`config.mk`:
```
export PLATFORM = sky130hd
export DESIGN_NAME = ascii_number_parser_core
export DESIGN_NICKNAME = d
export VERILOG_FILES = /design/src/rtl/core/anp_pkg.sv /design/src/rtl/core/anp_step.sv /design/src/rtl/core/ascii_number_parser_core.sv
export SDC_FILE = /design/constraint.sdc
export NUM_CORES = 1
export LEC_CHECK = 0
export BUFFER_PORTS_ARGS = -buffer_cell sky130_fd_sc_hd__buf_2
export CORE_MARGIN = 2
export CORE_UTILIZATION = 60
export DETAILED_ROUTE_END_ITERATION = 12
export GPL_TIMING_DRIVEN = 0
export PLACE_DENSITY = 0.8
export SYNTH_ARGS = -nofsm -noshare
export SYNTH_HDL_FRONTEND = slang
export SYNTH_SLANG_ARGS = --single-unit
```
`constraint.sdc`:
```
create_clock -name clk -period 3.8 [get_ports clk]
set_input_delay 0.57 -clock clk [delete_from_list [all_inputs] [get_ports clk]]
set_output_delay 0.57 -clock clk [all_outputs]
set_load 0.02 [all_outputs]
```
`src/rtl/core/anp_pkg.sv`:
```
// Shared types for the ASCII number parser core.
// No dependencies; imported by anp_step and ascii_number_parser_core.
package anp_pkg;

	typedef enum logic [2:0] {
		PH_START    = 3'd0,
		PH_ZERO     = 3'd1,
		PH_DEC      = 3'd2,
		PH_HEXFIRST = 3'd3,
		PH_HEX      = 3'd4,
		PH_SKIP     = 3'd5
	} phase_t;

	typedef struct packed {
		logic        emit;
		logic        ok;
		logic [31:0] value;
	} result_t;

	localparam logic [7:0] CH_NUL = 8'h00;
	localparam logic [7:0] CH_0   = 8'h30;
	localparam logic [7:0] CH_9   = 8'h39;
	localparam logic [7:0] CH_LA  = 8'h61;
	localparam logic [7:0] CH_LF  = 8'h66;
	localparam logic [7:0] CH_UA  = 8'h41;
	localparam logic [7:0] CH_UF  = 8'h46;
	localparam logic [7:0] CH_LX  = 8'h78;
	localparam logic [7:0] CH_UX  = 8'h58;
	localparam logic [7:0] CH_LK  = 8'h6B;
	localparam logic [7:0] CH_UK  = 8'h4B;
	localparam logic [7:0] CH_LM  = 8'h6D;
	localparam logic [7:0] CH_UM  = 8'h4D;

	localparam int KILO_SHIFT = 10;
	localparam int MEGA_SHIFT = 20;

endpackage

```
`src/rtl/core/anp_step.sv`:
```
// Next-state and result logic for one character of the parser.
// Depends on anp_pkg (phase_t, result_t, character codes).
module anp_step import anp_pkg::*; #(
	parameter int MAX_HEX_DIGITS = 8,
	parameter int MAX_DEC_DIGITS = 10,
	parameter int POS_W          = 5
) (
	input  phase_t             phase,
	input  logic [POS_W-1:0]   pos,
	input  logic [31:0]        acc,
	input  logic [7:0]         char_c,
	output phase_t             phase_nxt,
	output logic [POS_W-1:0]   pos_nxt,
	output logic [31:0]        acc_nxt,
	output result_t            res
);

	logic        is_dec;
	logic        is_hex;
	logic [3:0]  hex_val;
	logic        is_k;
	logic        is_m;
	logic        dec_room;
	logic        hex_room;
	logic [31:0] acc_x10;

	always_comb begin
		is_dec  = (char_c inside {[CH_0:CH_9]});
		is_hex  = 1'b1;
		hex_val = 4'd0;
		if (char_c inside {[CH_0:CH_9]}) begin
			hex_val = char_c[3:0];
		end else if (char_c inside {[CH_LA:CH_LF], [CH_UA:CH_UF]}) begin
			// 'a'..'f' and 'A'..'F' both end in 1..6
			hex_val = char_c[3:0] + 4'd9;
		end else begin
			is_hex = 1'b0;
		end
		is_k     = (char_c == CH_LK) || (char_c == CH_UK);
		is_m     = (char_c == CH_LM) || (char_c == CH_UM);
		dec_room = (pos < POS_W'(MAX_DEC_DIGITS));
		hex_room = (pos < POS_W'(MAX_HEX_DIGITS));
		acc_x10  = (acc << 3) + (acc << 1);
	end

	always_comb begin
		phase_nxt = phase;
		pos_nxt   = pos;
		acc_nxt   = acc;
		res       = '0;
		case (phase)
			PH_START: begin
				acc_nxt = '0;
				pos_nxt = '0;
				if (char_c == CH_NUL) begin
					res.emit = 1'b1;
					res.ok   = 1'b1;
				end else if (char_c == CH_0) begin
					pos_nxt   = POS_W'(1);
					phase_nxt = PH_ZERO;
				end else if (is_dec) begin
					acc_nxt   = {28'd0, char_c[3:0]};
					pos_nxt   = POS_W'(1);
					phase_nxt = PH_DEC;
				end else begin
					phase_nxt = PH_SKIP;
					res.emit  = 1'b1;
				end
			end
			PH_ZERO, PH_DEC: begin
				if ((phase == PH_ZERO) && ((char_c == CH_LX) || (char_c == CH_UX))) begin
					acc_nxt   = '0;
					pos_nxt   = '0;
					phase_nxt = PH_HEXFIRST;
				end else if (char_c == CH_NUL) begin
					phase_nxt = PH_START;
					res.emit  = 1'b1;
					res.ok    = 1'b1;
					res.value = acc;
				end else if (is_k) begin
					phase_nxt = PH_SKIP;
					res.emit  = 1'b1;
					res.ok    = 1'b1;
					res.value = acc << KILO_SHIFT;
				end else if (is_m) begin
					phase_nxt = PH_SKIP;
					res.emit  = 1'b1;
					res.ok    = 1'b1;
					res.value = acc << MEGA_SHIFT;
				end else if (is_dec && dec_room) begin
					acc_nxt   = acc_x10 + {28'd0, char_c[3:0]};
					pos_nxt   = pos + 1'b1;
					phase_nxt = PH_DEC;
				end else begin
					phase_nxt = PH_SKIP;
					res.emit  = 1'b1;
				end
			end
			PH_HEXFIRST, PH_HEX: begin
				if (char_c == CH_NUL) begin
					phase_nxt = PH_START;
					res.emit  = 1'b1;
					res.ok    = (phase == PH_HEX);
					res.value = (phase == PH_HEX) ? acc : 32'd0;
				end else if (is_hex && hex_room) begin
					acc_nxt   = {acc[27:0], hex_val};
					pos_nxt   = pos + 1'b1;
					phase_nxt = PH_HEX;
				end else begin
					phase_nxt = PH_SKIP;
					res.emit  = 1'b1;
				end
			end
			default: begin
				// drop characters up to and including the NUL
				if (char_c == CH_NUL) begin
					phase_nxt = PH_START;
				end
			end
		endcase
	end

endmodule

```
`src/rtl/core/ascii_number_parser_core.sv`:
```
// ASCII number parser: one character beat in, at most one result beat out.
// A beat passes the input register, then the result register; both hold while a result is stalled.
// Throughput: one character per cycle unless stalled; the parse state updates in a single pass.
// Reset (arst_n low, asynchronous): parser returns to start of string, both
// pipeline registers empty. Depends on anp_pkg and anp_step.
module ascii_number_parser_core import anp_pkg::*; #(
	parameter int MAX_HEX_DIGITS = 8,
	parameter int MAX_DEC_DIGITS = 10
) (
	input  logic        clk,
	input  logic        arst_n,
	input  logic        in_valid,
	output logic        in_stall,
	input  logic [7:0]  char_in,
	output logic        out_valid,
	input  logic        out_stall,
	output logic        parse_ok,
	output logic [31:0] number
);

	// Digit counter must hold the larger of the two digit limits.
	localparam int MAX_DIGITS = (MAX_HEX_DIGITS > MAX_DEC_DIGITS) ?
		MAX_HEX_DIGITS : MAX_DEC_DIGITS;
	localparam int POS_W = $clog2(MAX_DIGITS + 1);

	// Input stage
	logic             valid_s1;
	logic [7:0]       char_s1;

	// Parse state
	phase_t           phase_q;
	logic [POS_W-1:0] pos_q;
	logic [31:0]      acc_q;

	// Result stage
	logic             valid_s2;
	logic             ok_s2;
	logic [31:0]      number_s2;

	phase_t           phase_nxt;
	logic [POS_W-1:0] pos_nxt;
	logic [31:0]      acc_nxt;
	result_t          res;
	logic             advance;

	// The whole pipe moves together; hold everything only while a result
	// waits at the output and the sink stalls it.
	assign advance  = !(valid_s2 && out_stall);
	assign in_stall = !advance;

	anp_step #(
		.MAX_HEX_DIGITS (MAX_HEX_DIGITS),
		.MAX_DEC_DIGITS (MAX_DEC_DIGITS),
		.POS_W          (POS_W)
	) u_step (
		.phase     (phase_q),
		.pos       (pos_q),
		.acc       (acc_q),
		.char_c    (char_s1),
		.phase_nxt (phase_nxt),
		.pos_nxt   (pos_nxt),
		.acc_nxt   (acc_nxt),
		.res       (res)
	);

	// Control: input valid, parse state, result valid
	always_ff @(posedge clk or negedge arst_n) begin
		if (!arst_n) begin
			valid_s1 <= 1'b0;
			phase_q  <= PH_START;
			pos_q    <= '0;
			acc_q    <= '0;
			valid_s2 <= 1'b0;
		end else if (advance) begin
			valid_s1 <= in_valid;
			valid_s2 <= valid_s1 && res.emit;
			// advance the parse state only on a real character beat
			if (valid_s1) begin
				phase_q <= phase_nxt;
				pos_q   <= pos_nxt;
				acc_q   <= acc_nxt;
			end
		end
	end

	// Payload registers
	always_ff @(posedge clk) begin
		if (advance) begin
			char_s1   <= char_in;
			ok_s2     <= res.ok;
			number_s2 <= res.value;
		end
	end

	assign out_valid = valid_s2;
	assign parse_ok  = ok_s2;
	assign number    = number_s2;

endmodule
```
==> results.yml <==
worst_setup_path:
  r2r-start: "char_s1[3]"
  worstSetupStartpointType: "flip-flop"
  reg2reg_slack_ps: 180
  crit_path_end_kind: "flip-flop"
  critical_path.cell_chain: "inv_1 > fa_1 > inv_1 > fa_1 > a211oi_1 > o21ai_0 > a31oi_2 > o21bai_1 > nor3b_1 > o31ai_1 > a21oi_1"
  slowest_delay_ps: 560
  worstRegToRegCells: 11
  timing.critical_path.fanout_max: 7
  critical_path.top_delay_family: "compound AO/OA/AOI/OAI gates"
  rr_endpoint: "acc_q[18]"
  critical_path.slowest_cell: "sky130_fd_sc_hd__fa_1"
  critPathBufInv: 2
  critical_path_at_ps: 3880
  timing.setup.critical_path_class: "reg -> reg"
  required_ps: 4050
global_routing:
  globalRouteOverflowTotal: 0
  first_pass_grt_wire_length_mm: 24.3
  grt_antenna_before_repair: 0
  grt_start_max_net_pins: 47
  grt_use_total: 0.280
  number_of_global_route_vias_before_repair: 4948
logic_synthesis:
  synth-main-ff-cell: "sky130_fd_sc_hd__edfxtp_1"
  synth_seq_area_share: 0.379
  synthesis.area_sq_um: 5960
  netlist.area_leader.share: 0.207
  synth-warning-count: 0
  ys_async_sr_fraction: 0.500
  syn-num-nets: 695
  syn_area_per_cell_sq_um: 9.66
  synth_seq_cells: 82
  ys_top_cells_by_area: "sky130_fd_sc_hd__edfxtp_1 (21%), sky130_fd_sc_hd__dfrtp_1 (17%), sky130_fd_sc_hd__ha_1 (13%)"
  synth-edff-count: 41
  synth.largest_area_cell: "sky130_fd_sc_hd__edfxtp_1"
  synth_cell_types: 70
  post_synth_inst_count: 617
cells_and_area:
  mostFrequentLayoutCell: "sky130_fd_sc_hd__ha_1"
  area_growth_pct: 10.7
  num-nets-final: 753
  final_layout_size_suffix_gt1_frac: 0.144
  most-common-layout-cells: "sky130_fd_sc_hd__ha_1 (64), sky130_fd_sc_hd__nor2_1 (62), sky130_fd_sc_hd__buf_2 (55)"
  diodes: 0
clock_tree:
  clock-root-buffer: "sky130_fd_sc_hd__clkbuf_8"
  cts_num_sinks: 82
  cts-root-to-sink-buffers: 2
  cts_tree: "done"
  post_cts_buffers: 0
  cts_made_buffers: 9
  post_cts_hold_buffer_count: 0
  cts.htree.levels: 3
  clock_insertion_delay_worst_skew_ps: 380
  worst_setup_hold_path_clk_slew_ps: 100
route:
  routed-via-count: 5328
  drt-vias-per-instance: 6.55
  drc_violations_left: 0
  drt_iter0_drc: 536
  post_drt_wl_per_cell_microns: 18.6
  drt-pass1-iter-count: 5
  drtAntennaViolNets: 0
  finalWirelength_mm: 15.1
place:
  gp_routability_congestion: 1.05
  post-place-ws_ps: -2.05
  placement.io_buffers: 46
  dp.final_hpwl_mm: 11.2
timing:
  final.min_clock_period_ps: 3620
  maxClockFrequency_ghz: 0.276
  post-route-period-util: 0.954
  setup_ws_ps: 176
  final_max_slew_viols: 0
  hold-worst-slack_ps: 321
  slew_headroom: 0.380
  finalClockSkew_ps: 12.5
  setup_viol: 0
  totalNegativeSetupSlack_ps: 0
  finalHoldViolCount: 0
  tightestPinTransition_ps: 930
die:
  fp-row-count: 36
  core_region_sq_um: 9730
  ioPinCount: 47
  chip_height_microns: 104
  initial_utilization: 0.613
  die_boundary_width_microns: 104
  die_area_sq_um: 10700
run_status:
  run_status: "completed"
hold_path:
  class_of_the_worst_hold_path: "in -> async"
flow_run:
  maxCapViolCount: 0
==> stage by stage <==
step | utilization | cells | area [sq um]
finish | 0.678 | 813 | 6600
global route | 0.678 | 813 | 6600
CTS | 0.676 | 813 | 6580
detailed placement | 0.656 | 797 | 6380
global placement | 0.653 | 796 | 6360
floorplan | - | 617 | 5960
==> synthesized netlist by cell type, drive strengths merged, types with 6 or more instances <==
cell     n
inv     27
dfrtp   41
edfxtp  41
a31oi   12
a22o    10
xnor2   21
nand3   14
ha      64
xor2     7
o21ai   35
a222oi  12
nand4    9
and3     7
a21o    16
a221oi  17
a21oi   40
nand2   43
and2    10
nor2    63
nor3    12
clkbuf  15
o22ai    6
buf     16
==> metal layers <==
metal	vias to the layer above	global-route usage	share of wire
met5	-	0	0
met4	0	0.101	0.025
met3	42	0.0466	0.077
met1	2525	0.371	0.41
met2	270	0.467	0.48
li1	2491	-	-
==> how the worst max path moves through the flow <==
| stage | to | cells after the start | slack [ps] | start |
|---|---|---|---|---|
| CTS | acc_q[18] | 11 | 60 | char_s1[3] |
| global placement | acc_q[25] | 11 | 30 | char_s1[3] |
| finish | acc_q[18] | 11 | 180 | char_s1[3] |
| global route | acc_q[14] | 11 | -0.3 | char_s1[3] |
| detailed placement | acc_q[25] | 11 | -2 | char_s1[3] |
| floorplan | acc_q[25] | 11 | 600 | char_s1[3] |
==> final cells by class <==
cell class                      count  area, sq um
Timing Repair Buffer               47          250
Sequential cell                    82         2260
Buffer                             31          158
Multi-Input combinational cell    477         3480
Fill cell                         800         3130
Tap cell                          133          166
Clock buffer                       10          138
Clock inverter                      6         50.0
Inverter                           27          101
==> cells by family (layout without fill, tap and decap cells) <==
family	Yosys count	after routing	share of synthesized area
mux	6	6	0.0103
flops	82	82	0.379
compound gates	199	199	0.240
simple gates	178	178	0.146
fa+ha+maj	66	66	0.141
xor+xnor	28	28	0.0411
buf+inv	58	121	0.0434
==> worst register-to-register path, stage by stage, from the launching register on <==
cell                       delay, ps
sky130_fd_sc_hd__edfxtp_1        490
sky130_fd_sc_hd__inv_1           180
sky130_fd_sc_hd__fa_1            560
sky130_fd_sc_hd__inv_1            70
sky130_fd_sc_hd__fa_1            480
sky130_fd_sc_hd__a211oi_1        330
sky130_fd_sc_hd__o21ai_0         210
sky130_fd_sc_hd__a31oi_2         390
sky130_fd_sc_hd__o21bai_1        220
sky130_fd_sc_hd__nor3b_1         190
sky130_fd_sc_hd__o31ai_1         290
sky130_fd_sc_hd__a21oi_1         110
==> state kept, by name (all words and copies together) (netlist names) <==
signal	count
out_valid	1
phase_q	3
char_s1	8
number	32
parse_ok	1
pos_q	4
valid_s1	1
acc_q	32
==> repair_timing <==
| action | CTS | global route |
|---|---|---|
| endpoints found under the setup margin | 1 | 10 |
| hold endpoints to repair | 0 | 0 |
| resized for setup | 1 | 3 |
Power is left out: the tool's default activity adds up to more than one toggle a clock period on the data nets, which glitch-free logic cannot reach.
